File: config.mk
export PLATFORM = sky130hd
export DESIGN_NAME = timer_event_coalescing_group
export DESIGN_NICKNAME = d
export VERILOG_FILES = /design/src/sv/tecg_pkg.sv /design/src/sv/tecg_ram.sv /design/src/sv/tecg_cfg.sv /design/src/sv/tecg_window.sv /design/src/sv/timer_event_coalescing_group.sv
export SDC_FILE = /design/constraint.sdc
export NUM_CORES = 2
export LEC_CHECK = 0
export ABC_CLOCK_PERIOD_IN_PS = 16250
export BUFFER_PORTS_ARGS = -buffer_cell sky130_fd_sc_hd__buf_4
export CORE_AREA = 2 2 345 347
export DETAILED_ROUTE_END_ITERATION = 6
export DIE_AREA = 0 0 347 349
export PLACE_DENSITY = 0.76
export SLEW_MARGIN = 20
export SYNTH_ARGS = -nofsm -noshare
export SYNTH_HDL_FRONTEND = slang
export SYNTH_SLANG_ARGS = --single-unit
File: constraint.sdc
create_clock -name clk -period 16.25 [get_ports clk]
set_input_delay 0.8125 -clock clk [delete_from_list [all_inputs] [get_ports clk]]
set_output_delay 0.8125 -clock clk [all_outputs]
set_load 0.03 [all_outputs]
File: src/sv/tecg_pkg.sv
// Shared types, codes and constants for the timer event coalescing group.
// No dependencies; imported by every module of the block but tecg_ram.
package tecg_pkg;

    localparam int TIME_W      = 32;
    localparam int SLACK_W     = 20;
    localparam int CMD_W       = 2;
    localparam int STATUS_W    = 2;
    localparam int SLOT_IDX_W  = 4;
    localparam int OVERLAP_W   = 16;
    localparam int APB_DATA_W  = 32;
    localparam int APB_ADDR_W  = 3;

    localparam int SLOTS_DEFAULT = 16;

    localparam logic [OVERLAP_W-1:0] MIN_OVERLAP_RESET = 16'd5;

    // commands
    localparam logic [CMD_W-1:0] CMD_ADD    = 2'd0;
    localparam logic [CMD_W-1:0] CMD_DELETE = 2'd1;
    localparam logic [CMD_W-1:0] CMD_PROBE  = 2'd2;

    // result status
    localparam logic [STATUS_W-1:0] ST_OK         = 2'd0;
    localparam logic [STATUS_W-1:0] ST_NO_OVERLAP = 2'd1;
    localparam logic [STATUS_W-1:0] ST_FULL       = 2'd2;
    localparam logic [STATUS_W-1:0] ST_NOT_LIVE   = 2'd3;

    // register word index (paddr[2])
    localparam logic REG_MIN_OVERLAP = 1'b0;

    typedef struct packed {
        logic [CMD_W-1:0]      cmd;
        logic [TIME_W-1:0]     start_time;
        logic [SLACK_W-1:0]    slack;
        logic [SLOT_IDX_W-1:0] slot_index;
    } item_t;

    typedef struct packed {
        logic [STATUS_W-1:0]   status;
        logic [SLOT_IDX_W-1:0] slot_used;
        logic [TIME_W-1:0]     range_start;
        logic [TIME_W-1:0]     range_end;
        logic                  range_empty;
        logic                  holdable;
    } result_t;

    // window evaluation, handed from the window unit to the sequencer
    typedef struct packed {
        logic              add_ok;
        logic [TIME_W-1:0] new_start;
        logic [TIME_W-1:0] new_end;
        logic              holdable;
    } win_t;

endpackage

File: src/sv/tecg_ram.sv
// Generic single-write, single-read synchronous RAM with registered read data.
// No dependencies.
module tecg_ram #(
    parameter int WIDTH = 64,
    parameter int DEPTH = 16
) (
    input  logic                     clk,
    input  logic                     we,
    input  logic [$clog2(DEPTH)-1:0] waddr,
    input  logic [WIDTH-1:0]         wdata,
    input  logic [$clog2(DEPTH)-1:0] raddr,
    output logic [WIDTH-1:0]         rdata
);

    logic [WIDTH-1:0] mem [DEPTH];

    always_ff @(posedge clk)
    begin
        if (we)
        begin
            mem[waddr] <= wdata;
        end
        rdata <= mem[raddr];
    end

endmodule

File: src/sv/tecg_cfg.sv
// APB register file: holds min_overlap.
// Depends on tecg_pkg.
module tecg_cfg
    import tecg_pkg::*;
(
    input  logic                  clk,
    input  logic                  rst_n,
    input  logic                  psel,
    input  logic                  penable,
    input  logic                  pwrite,
    input  logic [APB_ADDR_W-1:0] paddr,
    input  logic [APB_DATA_W-1:0] pwdata,
    output logic [APB_DATA_W-1:0] prdata,
    output logic                  pready,
    output logic [OVERLAP_W-1:0]  min_overlap
);

    logic [OVERLAP_W-1:0] min_overlap_reg;
    logic                 wr_en;

    assign pready      = 1'b1;
    assign wr_en       = psel && penable && pwrite && pready;
    assign min_overlap = min_overlap_reg;

    always_ff @(posedge clk or negedge rst_n)
    begin
        if (!rst_n)
        begin
            min_overlap_reg <= MIN_OVERLAP_RESET;
        end
        else if (wr_en && (paddr[2] == REG_MIN_OVERLAP))
        begin
            min_overlap_reg <= pwdata[OVERLAP_W-1:0];
        end
    end

    always_comb
    begin
        unique case (paddr[2])
            REG_MIN_OVERLAP: prdata = APB_DATA_W'(min_overlap_reg);
            default:         prdata = '0;
        endcase
    end

endmodule

File: src/sv/tecg_window.sv
// Window unit: intersection check for add, overlap check for probe.
// Depends on tecg_pkg.
module tecg_window
    import tecg_pkg::*;
(
    input  logic [TIME_W-1:0]    start_time,
    input  logic [TIME_W-1:0]    end_time,
    input  logic [TIME_W-1:0]    window_start,
    input  logic [TIME_W-1:0]    window_end,
    input  logic [OVERLAP_W-1:0] min_overlap,
    input  logic                 group_empty,
    output win_t                 win
);

    logic [TIME_W-1:0] clip_start;
    logic [TIME_W-1:0] clip_end;
    logic [TIME_W-1:0] probe_hi;
    logic [TIME_W-1:0] probe_lo;
    logic              overlaps;

    assign overlaps   = (end_time > window_start) && (start_time < window_end);
    assign clip_start = (start_time <= window_start) ? window_start : start_time;
    assign clip_end   = (end_time >= window_end) ? window_end : end_time;

    // probe width: end - wstart when starting at or before the window,
    // else end - start if inside, else wend - start
    always_comb
    begin
        if (start_time <= window_start)
        begin
            probe_hi = end_time;
            probe_lo = window_start;
        end
        else if (end_time <= window_end)
        begin
            probe_hi = end_time;
            probe_lo = start_time;
        end
        else
        begin
            probe_hi = window_end;
            probe_lo = start_time;
        end
    end

    always_comb
    begin
        if (group_empty)
        begin
            win.add_ok    = 1'b1;
            win.new_start = start_time;
            win.new_end   = end_time;
        end
        else
        begin
            win.add_ok    = overlaps &&
                            ((clip_end - clip_start) > TIME_W'(min_overlap));
            win.new_start = clip_start;
            win.new_end   = clip_end;
        end
        win.holdable = overlaps && ((probe_hi - probe_lo) > TIME_W'(min_overlap));
    end

endmodule

File: src/sv/timer_event_coalescing_group.sv
// Timer event coalescing group. Add: the sequencer decides, then, when holes exist,
// scans the live bits for the lowest dead slot, then hands the result on. Delete:
// decides, then walks the slot RAM read port one entry per cycle to intersect the
// remaining live slots. Probe, unknown commands, rejected adds, dead-slot deletes:
// decide, then finish. One item at a time. Reset clears live bits, counters and
// window; slot RAM is not cleared.
module timer_event_coalescing_group
    import tecg_pkg::*;
#(
    parameter int SLOTS = SLOTS_DEFAULT
) (
    input  logic                  clk,
    input  logic                  rst_n,
    // item channel
    input  logic                  item_valid,
    output logic                  item_stall,
    input  item_t                 item,
    // result channel
    output logic                  result_valid,
    input  logic                  result_stall,
    output result_t               result,
    // configuration
    input  logic                  psel,
    input  logic                  penable,
    input  logic                  pwrite,
    input  logic [APB_ADDR_W-1:0] paddr,
    input  logic [APB_DATA_W-1:0] pwdata,
    output logic [APB_DATA_W-1:0] prdata,
    output logic                  pready
);

    // IW indexes a slot, CW counts up to SLOTS inclusive
    localparam int IW    = $clog2(SLOTS);
    localparam int CW    = $clog2(SLOTS + 1);
    localparam int RAM_W = 2 * TIME_W;
    localparam logic [CW-1:0] SLOTS_CNT = CW'(SLOTS);

    // sequencer states
    localparam logic [2:0] S_IDLE   = 3'd0;
    localparam logic [2:0] S_DECIDE = 3'd1;  // evaluate command against state
    localparam logic [2:0] S_SEARCH = 3'd2;  // add: walk live bits for a hole
    localparam logic [2:0] S_SCAN   = 3'd3;  // delete: walk RAM, intersect
    localparam logic [2:0] S_FINISH = 3'd4;  // hand result to output register

    logic [2:0] state_reg, state_next;

    // latched item
    logic [CMD_W-1:0]      cmd_reg;
    logic [TIME_W-1:0]     s_reg;
    logic [TIME_W-1:0]     e_reg;
    logic [SLOT_IDX_W-1:0] idx_reg;

    // group state
    logic [SLOTS-1:0]  live_reg, live_next;
    logic [CW-1:0]     used_reg, used_next;
    logic [CW-1:0]     hole_reg, hole_next;
    logic [TIME_W-1:0] wstart_reg, wstart_next;
    logic [TIME_W-1:0] wend_reg, wend_next;

    // working registers
    logic [TIME_W-1:0] ns_reg, ns_next;
    logic [TIME_W-1:0] ne_reg, ne_next;
    logic [CW-1:0]     scan_reg, scan_next;
    logic              pend_valid_reg, pend_valid_next;
    logic              pend_live_reg, pend_live_next;
    logic              acc_any_reg, acc_any_next;
    logic [TIME_W-1:0] acc_a_reg, acc_a_next;
    logic [TIME_W-1:0] acc_b_reg, acc_b_next;
    result_t           res_reg, res_next;

    // output register
    logic    out_valid_reg, out_valid_next;
    result_t out_reg, out_next;

    // item transfer and saturating end
    logic              item_xfer;
    logic [TIME_W:0]   end_sum;
    logic [TIME_W-1:0] end_sat;

    // commit of an accepted add
    logic              commit_en;
    logic [IW-1:0]     commit_slot;
    logic              commit_reuse;
    logic [TIME_W-1:0] commit_ns;
    logic [TIME_W-1:0] commit_ne;

    logic              idx_in_range;
    logic [IW-1:0]     idx_slot;
    logic [IW-1:0]     scan_slot;

    // RAM: {start, end} per slot. Writes only on add commit, read data is used only in
    // the delete scan; items run one at a time so they never overlap.
    logic              ram_we;
    logic [RAM_W-1:0]  ram_rdata;
    logic [TIME_W-1:0] rd_start;
    logic [TIME_W-1:0] rd_end;

    logic [OVERLAP_W-1:0] min_overlap;
    win_t                 win;

    assign item_stall   = (state_reg != S_IDLE);
    assign item_xfer    = item_valid && !item_stall;
    assign result_valid = out_valid_reg;
    assign result       = out_reg;

    assign end_sum = {1'b0, item.start_time} + (TIME_W + 1)'(item.slack);
    assign end_sat = end_sum[TIME_W] ? '1 : end_sum[TIME_W-1:0];

    assign idx_in_range = (32'(idx_reg) < SLOTS);
    assign idx_slot     = IW'(idx_reg);
    assign scan_slot    = scan_reg[IW-1:0];
    assign rd_start     = ram_rdata[RAM_W-1:TIME_W];
    assign rd_end       = ram_rdata[TIME_W-1:0];

    tecg_cfg u_cfg (
        .clk         (clk),
        .rst_n       (rst_n),
        .psel        (psel),
        .penable     (penable),
        .pwrite      (pwrite),
        .paddr       (paddr),
        .pwdata      (pwdata),
        .prdata      (prdata),
        .pready      (pready),
        .min_overlap (min_overlap)
    );

    tecg_window u_window (
        .start_time   (s_reg),
        .end_time     (e_reg),
        .window_start (wstart_reg),
        .window_end   (wend_reg),
        .min_overlap  (min_overlap),
        .group_empty  (used_reg == hole_reg),
        .win          (win)
    );

    tecg_ram #(
        .WIDTH (RAM_W),
        .DEPTH (SLOTS)
    ) u_slot_ram (
        .clk   (clk),
        .we    (ram_we),
        .waddr (commit_slot),
        .wdata ({s_reg, e_reg}),
        .raddr (scan_slot),
        .rdata (ram_rdata)
    );

    always_comb
    begin
        state_next      = state_reg;
        live_next       = live_reg;
        used_next       = used_reg;
        hole_next       = hole_reg;
        wstart_next     = wstart_reg;
        wend_next       = wend_reg;
        ns_next         = ns_reg;
        ne_next         = ne_reg;
        scan_next       = scan_reg;
        pend_valid_next = pend_valid_reg;
        pend_live_next  = pend_live_reg;
        acc_any_next    = acc_any_reg;
        acc_a_next      = acc_a_reg;
        acc_b_next      = acc_b_reg;
        res_next        = res_reg;
        out_valid_next  = out_valid_reg;
        out_next        = out_reg;

        commit_en    = 1'b0;
        commit_slot  = used_reg[IW-1:0];
        commit_reuse = 1'b0;
        commit_ns    = ns_reg;
        commit_ne    = ne_reg;
        ram_we       = 1'b0;

        // default result: current group window
        if (state_reg == S_DECIDE || state_reg == S_SEARCH)
        begin
            res_next.status      = ST_OK;
            res_next.slot_used   = '0;
            res_next.range_start = wstart_reg;
            res_next.range_end   = wend_reg;
            res_next.range_empty = 1'b0;
            res_next.holdable    = 1'b0;
        end

        if (out_valid_reg && !result_stall)
        begin
            out_valid_next = 1'b0;
        end

        unique case (state_reg)
            S_IDLE:
            begin
                if (item_xfer)
                begin
                    state_next = S_DECIDE;
                end
            end

            S_DECIDE:
            begin
                state_next = S_FINISH;
                unique case (cmd_reg)
                    CMD_ADD:
                    begin
                        commit_ns = win.new_start;
                        commit_ne = win.new_end;
                        if (!win.add_ok)
                        begin
                            res_next.status = ST_NO_OVERLAP;
                        end
                        else if (hole_reg != '0)
                        begin
                            ns_next    = win.new_start;
                            ne_next    = win.new_end;
                            scan_next  = '0;
                            state_next = S_SEARCH;
                        end
                        else if (used_reg >= SLOTS_CNT)
                        begin
                            res_next.status = ST_FULL;
                        end
                        else
                        begin
                            commit_en = 1'b1;
                        end
                    end

                    CMD_DELETE:
                    begin
                        if (!idx_in_range || !live_reg[idx_slot])
                        begin
                            res_next.status = ST_NOT_LIVE;
                        end
                        else
                        begin
                            live_next[idx_slot] = 1'b0;
                            // freeing the top slot shrinks the table,
                            // anything else leaves a hole
                            if ((CW'(idx_slot) + CW'(1)) != used_reg)
                            begin
                                hole_next = hole_reg + CW'(1);
                            end
                            else
                            begin
                                used_next = used_reg - CW'(1);
                            end
                            scan_next       = '0;
                            pend_valid_next = 1'b0;
                            acc_any_next    = 1'b0;
                            state_next      = S_SCAN;
                        end
                    end

                    CMD_PROBE:
                    begin
                        res_next.holdable = win.holdable;
                    end

                    default:
                    begin
                        res_next.status = ST_OK;
                    end
                endcase
            end

            S_SEARCH:
            begin
                if (scan_reg < used_reg)
                begin
                    if (!live_reg[scan_slot])
                    begin
                        commit_en    = 1'b1;
                        commit_slot  = scan_slot;
                        commit_reuse = 1'b1;
                    end
                    else
                    begin
                        scan_next = scan_reg + CW'(1);
                    end
                end
                else if (used_reg >= SLOTS_CNT)
                begin
                    res_next.status = ST_FULL;
                    state_next      = S_FINISH;
                end
                else
                begin
                    commit_en = 1'b1;
                end
            end

            S_SCAN:
            begin
                // data for the slot issued last cycle arrives now
                if (pend_valid_reg && pend_live_reg)
                begin
                    acc_any_next = 1'b1;
                    if (!acc_any_reg)
                    begin
                        acc_a_next = rd_start;
                        acc_b_next = rd_end;
                    end
                    else
                    begin
                        acc_a_next = (acc_a_reg < rd_start) ? rd_start : acc_a_reg;
                        acc_b_next = (acc_b_reg > rd_end) ? rd_end : acc_b_reg;
                    end
                end

                if (scan_reg < used_reg)
                begin
                    pend_valid_next = 1'b1;
                    pend_live_next  = live_reg[scan_slot];
                    scan_next       = scan_reg + CW'(1);
                end
                else
                begin
                    pend_valid_next = 1'b0;
                    if (!pend_valid_reg)
                    begin
                        res_next.status      = ST_OK;
                        res_next.slot_used   = '0;
                        res_next.range_start = acc_any_reg ? acc_a_reg : '0;
                        res_next.range_end   = acc_any_reg ? acc_b_reg : '0;
                        res_next.range_empty = !acc_any_reg;
                        res_next.holdable    = 1'b0;
                        state_next           = S_FINISH;
                    end
                end
            end

            S_FINISH:
            begin
                if (!out_valid_reg || !result_stall)
                begin
                    out_next       = res_reg;
                    out_valid_next = 1'b1;
                    state_next     = S_IDLE;
                end
            end

            default:
            begin
                state_next = S_IDLE;
            end
        endcase

        if (commit_en)
        begin
            ram_we                 = 1'b1;
            live_next[commit_slot] = 1'b1;
            if (commit_reuse)
            begin
                hole_next = hole_reg - CW'(1);
            end
            else
            begin
                used_next = used_reg + CW'(1);
            end
            wstart_next          = commit_ns;
            wend_next            = commit_ne;
            res_next.status      = ST_OK;
            res_next.slot_used   = SLOT_IDX_W'(commit_slot);
            res_next.range_start = commit_ns;
            res_next.range_end   = commit_ne;
            state_next           = S_FINISH;
        end
    end

    always_ff @(posedge clk or negedge rst_n)
    begin
        if (!rst_n)
        begin
            state_reg      <= S_IDLE;
            live_reg       <= '0;
            used_reg       <= '0;
            hole_reg       <= '0;
            wstart_reg     <= '0;
            wend_reg       <= '0;
            scan_reg       <= '0;
            pend_valid_reg <= 1'b0;
            acc_any_reg    <= 1'b0;
            out_valid_reg  <= 1'b0;
        end
        else
        begin
            state_reg      <= state_next;
            live_reg       <= live_next;
            used_reg       <= used_next;
            hole_reg       <= hole_next;
            wstart_reg     <= wstart_next;
            wend_reg       <= wend_next;
            scan_reg       <= scan_next;
            pend_valid_reg <= pend_valid_next;
            acc_any_reg    <= acc_any_next;
            out_valid_reg  <= out_valid_next;
        end
    end

    // payload registers
    always_ff @(posedge clk)
    begin
        if (item_xfer)
        begin
            cmd_reg <= item.cmd;
            s_reg   <= item.start_time;
            e_reg   <= end_sat;
            idx_reg <= item.slot_index;
        end
        ns_reg        <= ns_next;
        ne_reg        <= ne_next;
        pend_live_reg <= pend_live_next;
        acc_a_reg     <= acc_a_next;
        acc_b_reg     <= acc_b_next;
        res_reg       <= res_next;
        out_reg       <= out_next;
    end

endmodule

# After elaboration in Yosys (flattened, before gate mapping)
# Memories as Yosys holds them, arrays and structs flattened. A register that Yosys moved wholly into a read port is not among the register bits.
# Cells that the tools add are included.
[op_classes]
n_addsub = 9
multipliers = 0
div_mod_pow = 0
magnitude_cmp = 16
eq_ne = 26
shift = 0
mux = 98
bitwise_logic = 4
reduce_logical = 32
[ops]
columns = ["operator", "count"]
rows = [
  ["$mux 32", 14],
  ["$mux 72", 3],
  ["$mux 5", 18],
  ["$mux 16", 5],
  ["$mux 69", 1],
  ["$mux 68", 1],
  ["$mux 65", 1],
  ["$gt 32x16->1", 2],
  ["$gt 32x32->1", 2],
  ["$le 32x32->1", 2],
  ["$lt 32x32->1", 2],
  ["$sub 32x32->32", 2],
  ["$add 32x20->33", 1],
  ["$ge 32x32->1", 1],
  ["$mux 3", 10],
  ["$ne 3x3->1 const B", 8],
  ["$mux 1", 23],
  ["$and 16x16->16", 1],
  ["$not 16->16", 1],
  ["$or 16x16->16", 1],
  ["$add 5x1->5 const B", 3],
  ["$lt 4x5->1 const B", 3],
  ["$pmux 3 s5", 1],
  ["$pmux 5 s3", 1],
  ["38 further kinds", 78],
]
[totals]
reg_bits = 460
latch_bits = 0
mem_bits_rw = 1024
romBits = 0
in_bits = 100
output_inout_bits = 107
elab_cells = 218
n_memories = 1
[memory_table]
columns = ["memory", "words", "word_bits", "read_ports", "rd_clocked_by_memory_dff", "write_ports", "line_no", "source"]
rows = [
  ["u_slot_ram.mem", 16, 64, 1, 1, 1, "tecg_ram.sv:15", "logic [WIDTH-1:0] mem [DEPTH];"],
]

# Longest topological paths before layout
[depth]
word_depth = 12
ltp_mapped = 35
depth_no_buf = 33

# Modules after synthesis
# Synthesis repeated with hierarchy kept, for this count alone.
[unflattened]
hier_cells = 4844
hier_area_um2 = 70216.1
[modules_own_cells]
columns = ["module", "n_inst", "cells_each", "area_each_um2"]
rows = [
  ["tecg_ram", 1, 1647, 39583.0],
  ["timer_event_coalescing_group", 1, 1859, 20627.3],
  ["tecg_window", 1, 1268, 9103.7],
  ["tecg_cfg", 1, 70, 902.1],
]

# Least setup slack after synthesis
# No wires, ideal clock.
[synth_timing]
path_kind = "register to register"
from = "register s_reg[14]"
to = "register ne_reg[0], enable pin"
setup_ps = 567
arrival_time_ps = 10089
required_ps = 15683
setup_slack_ps = 5594
stages_incl_launch_ff = 31
period_less_slack_ps = 10656
cell_sequence = "edfxtp_1 > ha_1 > a21oi_1 > nand2_1 > a221o_1 > o311a_1 > nor2_1 > clkbuf_1 > nor2_1 > a21oi_1 > inv_1 > ha_1 > fa_1 > nand2b_1 > a21oi_1 > o21ai_0 > a21o_1 > nand2_1 > a21o_1 > a21oi_1 > xnor2_1 > ha_1 > a21o_1 > a21oi_1 > a22oi_1 > a211o_1 > nor4bb_1 > nand4b_1 > or4_4 > o21ai_0 > nor3_1"
[synth_via]
elab_chain_len = 7
word_cells_on_any_way = 9
[synth_rtl]
columns = ["element", "line_no", "source"]
rows = [
  ["start, declared", "timer_event_coalescing_group.sv:49", "logic [TIME_W-1:0] s_reg;"],
  ["start signal, assigned", "timer_event_coalescing_group.sv:409", "s_reg <= item.start_time;"],
  ["$le 32x32->1", "tecg_window.sv:22", "assign clip_start = (start_time <= window_start) ? window_start : start_time;"],
  ["$mux 32", "tecg_window.sv:22", ""],
  ["$sub 32x32->32", "tecg_window.sv:57", "((clip_end - clip_start) > TIME_W'(min_overlap));"],
  ["$gt 32x16->1", "tecg_window.sv:57", ""],
  ["$logic_and 1x1->1 (*)", "tecg_window.sv:56", "win.add_ok = overlaps &&"],
  ["$mux 65 (*)", "tecg_window.sv:48", "if (group_empty)"],
  ["$reduce_and 4->1 (no source line) (*)", "--", ""],
  ["end signal, assigned", "timer_event_coalescing_group.sv:414", "ne_reg <= ne_next;"],
  ["end, declared", "timer_event_coalescing_group.sv:62", "logic [TIME_W-1:0] ne_reg, ne_next;"],
]
# Every way passes the cells marked *; elsewhere a longest branch is shown, timed or not.
# A chain may end at the register's enable or synchronous reset.

# Worst setup path after layout
[layout_timing]
from = "register s_reg[11]"
to = "memory u_slot_ram.mem[11][48], enable pin"
[layout_via]
elab_chain_len = 12
word_cells_on_any_way = 14
[layout_rtl]
columns = ["element", "line_no", "source"]
rows = [
  ["$le 32x32->1", "tecg_window.sv:22", ""],
  ["$mux 32", "tecg_window.sv:22", ""],
  ["$sub 32x32->32", "tecg_window.sv:57", ""],
  ["$gt 32x16->1", "tecg_window.sv:57", ""],
  ["$logic_and 1x1->1 (*)", "tecg_window.sv:56", ""],
  ["$mux 65 (*)", "tecg_window.sv:48", ""],
  ["$mux 1 (*)", "timer_event_coalescing_group.sv:210", "if (!win.add_ok)"],
  ["$mux 1 (*)", "timer_event_coalescing_group.sv:205", "unique case (cmd_reg)"],
  ["$pmux 1 s2 (*)", "timer_event_coalescing_group.sv:193", "unique case (state_reg)"],
  ["$mux 1 (*)", "timer_event_coalescing_group.sv:351", "if (commit_en)"],
  ["$mux 1 (*)", "tecg_ram.sv:19", "if (we)"],
  ["$mux 1 (not written as such) (*)", "tecg_ram.sv:21", "mem[waddr] <= wdata;"],
  ["end, declared", "tecg_ram.sv:15", ""],
]
# Marked as above.

==> run summary <==
run status: complete, no violations
met1 GRT Util: 46.2%
Placer Congestion: 1.01
drt first pass iters: 6
worst min path class: in -> reg
CTS Hold Buffers Added: 1
Die H: 349 um
required time reported for the critical path endpoint: 16640 ps
vias in the first global route: 41900
setup fix buffers added after clock tree synthesis: 0
biggest cell delay along the critical path: 880 ps
clock latency reported for the late side of the worst-skew pair: 780 ps
initial antenna violation count: 6
Post-synth EDFFs: 1295
DRC: 0
wire per inst: 30.7 um
via density per instance: 6.67
routed wire length: 197 mm
accumulated negative setup slack: 0 ps
CTS-repair resized insts: 0
clock network fraction of total power: 22.2%
number of synthesized register bits: 1548
Total Routing Usage GR: 32.6%
number of nets in the layout: 5169
flip-flop count of the largest register after layout: 1024
Worst path most repeated cell: buf_4
CTS buffer count: 154
width of the die: 347 um
Mean Syn Cell Area: 15.5 um2
element type at the critical path start: flop
launch instance of the worst register-to-register path: s_reg[11]
switching share of total power: 38.8%
most area-hungry cell type in the Yosys netlist: edfxtp_1
cell count after synthesis: 4511
number of max-cap violations: 0
count of filler cells inserted in the layout: 7790
CTS H-Tree Depth: 4
detailed placer's ending HPWL: 128 mm
met3 demand-to-capacity share in global routing: 6.17%
Internal Power: 0.00972 W
Clock transition at path regs: 60 ps
leading cell types by total area after synthesis: edfxtp_1, mux4_2, ha_1
routed vias: 42800
period utilisation layout: 73.2%
Bufs on Longest Clock Path: 3
area share of the largest cell type after synthesis: 55.6%
setup repair after global routing missed its margin: false
P_leak: 28.1 nW
cell area after technology mapping: 69900 um2
beginning of the critical path: s_reg[11]
GRT met2 Usage: 50.7%
DRC marker count from the first detailed-route iteration: 5298
clock sink total: 1548
fraction of power consumed by combinational cells: 42.7%
die area: 121000 um2
total net switching power: 0.00617 W
total number of placement rows: 126
startpoint of the most critical hold path: item[3]
CTS Root Buffer Type: clkbuf_16
Worst Hold Slack: 205 ps
Power Dens Cells: 203 nW/um2
final hold violation count: 0
maximum fanout along the worst path: 60
time the worst path needs with I/O delays and setup: 11900 ps
count of port buffers added during placement: 171
placeable core region: 117000 um2
Final setup viols: 0
TritonCTS clock tree: built
Top Usage Layer GRT: met2
total overflow reported by the global router: 0
endpoint kind of the worst setup timing path: flop
antenna-violating nets left: 0
Data arrival, critical path: 12290 ps
final number of max-transition violations: 0
first-pass GRT wire length: 284 mm
async set-or-reset flop fraction in the synthesized netlist: 7.56%
Synthesis Warnings: 0
Fmax: 84.0 MHz
cell with the biggest individual delay on the critical path: mux2i_1
relative contribution of sequential cells to total power: 35.1%
sequential share of the synthesized area: 63.7%
layout overhead on the synthesized area: 12.2%
number of ports placed on the die boundary: 207
worst slew margin relative to its limit: 17.6%
slew at the pin with the worst max-slew slack: 1220 ps
critical path type: reg -> reg
Worst IR Drop VDD: 0.000130 V
fraction of final layout cells with drive strength greater than 1: 19.9%
pin count of the biggest net entering global routing: 103
initial core utilization: 59.5%
Max Clock Skew: 32.6 ps
ys flop type: edfxtp_1
post-synth cell types: 80
Final Core Density: 66.8%
## logic make-up (layout without fill, tap and decap cells)
family / Yosys count / in the layout / share of synthesized area, %
DFF: 1548 / 1548 / 63.7
and+or+nand+nor: 761 / 761 / 5.24
AOI/OAI and AO/OA: 758 / 758 / 6.71
muxes: 645 / 645 / 15.3
buffers and inverters: 409 / 764 / 2.40
adders and majority gates: 320 / 320 / 5.76
xor gates and xnor gates: 68 / 68 / 0.852
other: 2 / 18 / 0.0107
## worst paths after layout
path	end	slack (ps)	cells past startpoint
max	u_slot_ram.mem[11][48]	4350	32
min	idx_reg[3]	200	1
max reg2reg	u_slot_ram.mem[11][48]	4350	32
min reg2reg	result[1]	430	0
max in group asynchronous	wstart_reg[11]	14620	3
min in group asynchronous	live_reg[12]	440	2
## Yosys cell counts (6+ instances only)
cell type  instances
o2111ai_1          7
o21bai_1           7
nor2b_1           30
nand4_1           54
o21a_1            32
mux4_2           330
a41oi_1           11
inv_1            195
mux2_2            82
and2_1            13
and4_1             9
nand2b_1          30
o21ai_0          160
nand2_1          166
a211oi_1          22
nor3_1           110
and3_1            18
xnor2_1           43
clkbuf_1         152
or3_1             10
buf_1             27
a21boi_0          10
nor3b_1            6
a31oi_1           88
a211o_1            9
nor4_1            13
nor2_1           232
mux2i_1          233
dfxtp_1          136
buf_4             23
o221ai_1           9
o211ai_1          23
or2_2              8
edfxtp_1        1295
o31a_1             6
a21oi_1          250
nand3_1           43
buf_6              7
a21o_1            67
dfrtp_1          115
xor2_1            25
a2111oi_0          7
ha_1             317
## through the flow
stage,cell area (um2),power [W],worst slack (ps),std cells
after CTS,78300,0.0158,4670,6414
after floorplan,69900,0.0101,5590,4526
after detailed placement,73300,0.0122,4750,6125
after global routing,78400,0.0167,3870,6418
final,78400,0.0159,4350,6418
after global placement,73200,0.0121,4650,6122
## worst max-delay path: cells and delay by family, from the launching register on
family	cells	cell delay [ps]
DFF	1	780
and+or+nand+nor	10	2740
buffers and inverters	5	2030
adders and majority gates	3	1320
xor gates and xnor gates	1	140
AOI/OAI and AO/OA	12	3490
muxes	1	880
## placed cells by master, fill, tap and decap left out, drive strengths merged, types with 136 or more instances in the layout
cell type | Yosys | layout
a21oi | 252 | 252
buf | 62 | 280
clkbuf | 152 | 207
dfxtp | 136 | 136
edfxtp | 1295 | 1295
ha | 317 | 317
inv | 195 | 205
mux2i | 233 | 233
mux4 | 330 | 330
nand2 | 166 | 166
nor2 | 233 | 233
o21ai | 161 | 161
## routing by layer
| metal | routed length, um | vias to the layer above |
|---|---|---|
| li1 | - | 18200 |
| met1 | 78400 | 21800 |
| met2 | 91300 | 2435 |
| met3 | 19600 | 360 |
| met4 | 7880 | 6 |
| met5 | 34 | - |
## power by group through the flow
stage                     clock network [W]  registers, W  logic, W
after global routing                0.00371       0.00561   0.00735
after floorplan                           0       0.00552   0.00459
final                               0.00353       0.00558   0.00678
after global placement                    0       0.00562   0.00647
after CTS                           0.00356       0.00557   0.00663
after detailed placement                  0       0.00564   0.00657
## layout make-up
cell class	instances	area (um2)	area share [%]
flip-flops and latches	1548	44600	56.8
multi-input cells	2569	24000	30.6
clock buffers	207	4240	5.40
repair buffers	281	2200	2.81
well taps	1536	1920	2.45
clock inverters	81	793	1.01
inverters	195	732	0.934
diodes	1	2.50	0.00319
(Power assumes the default switching activity.)
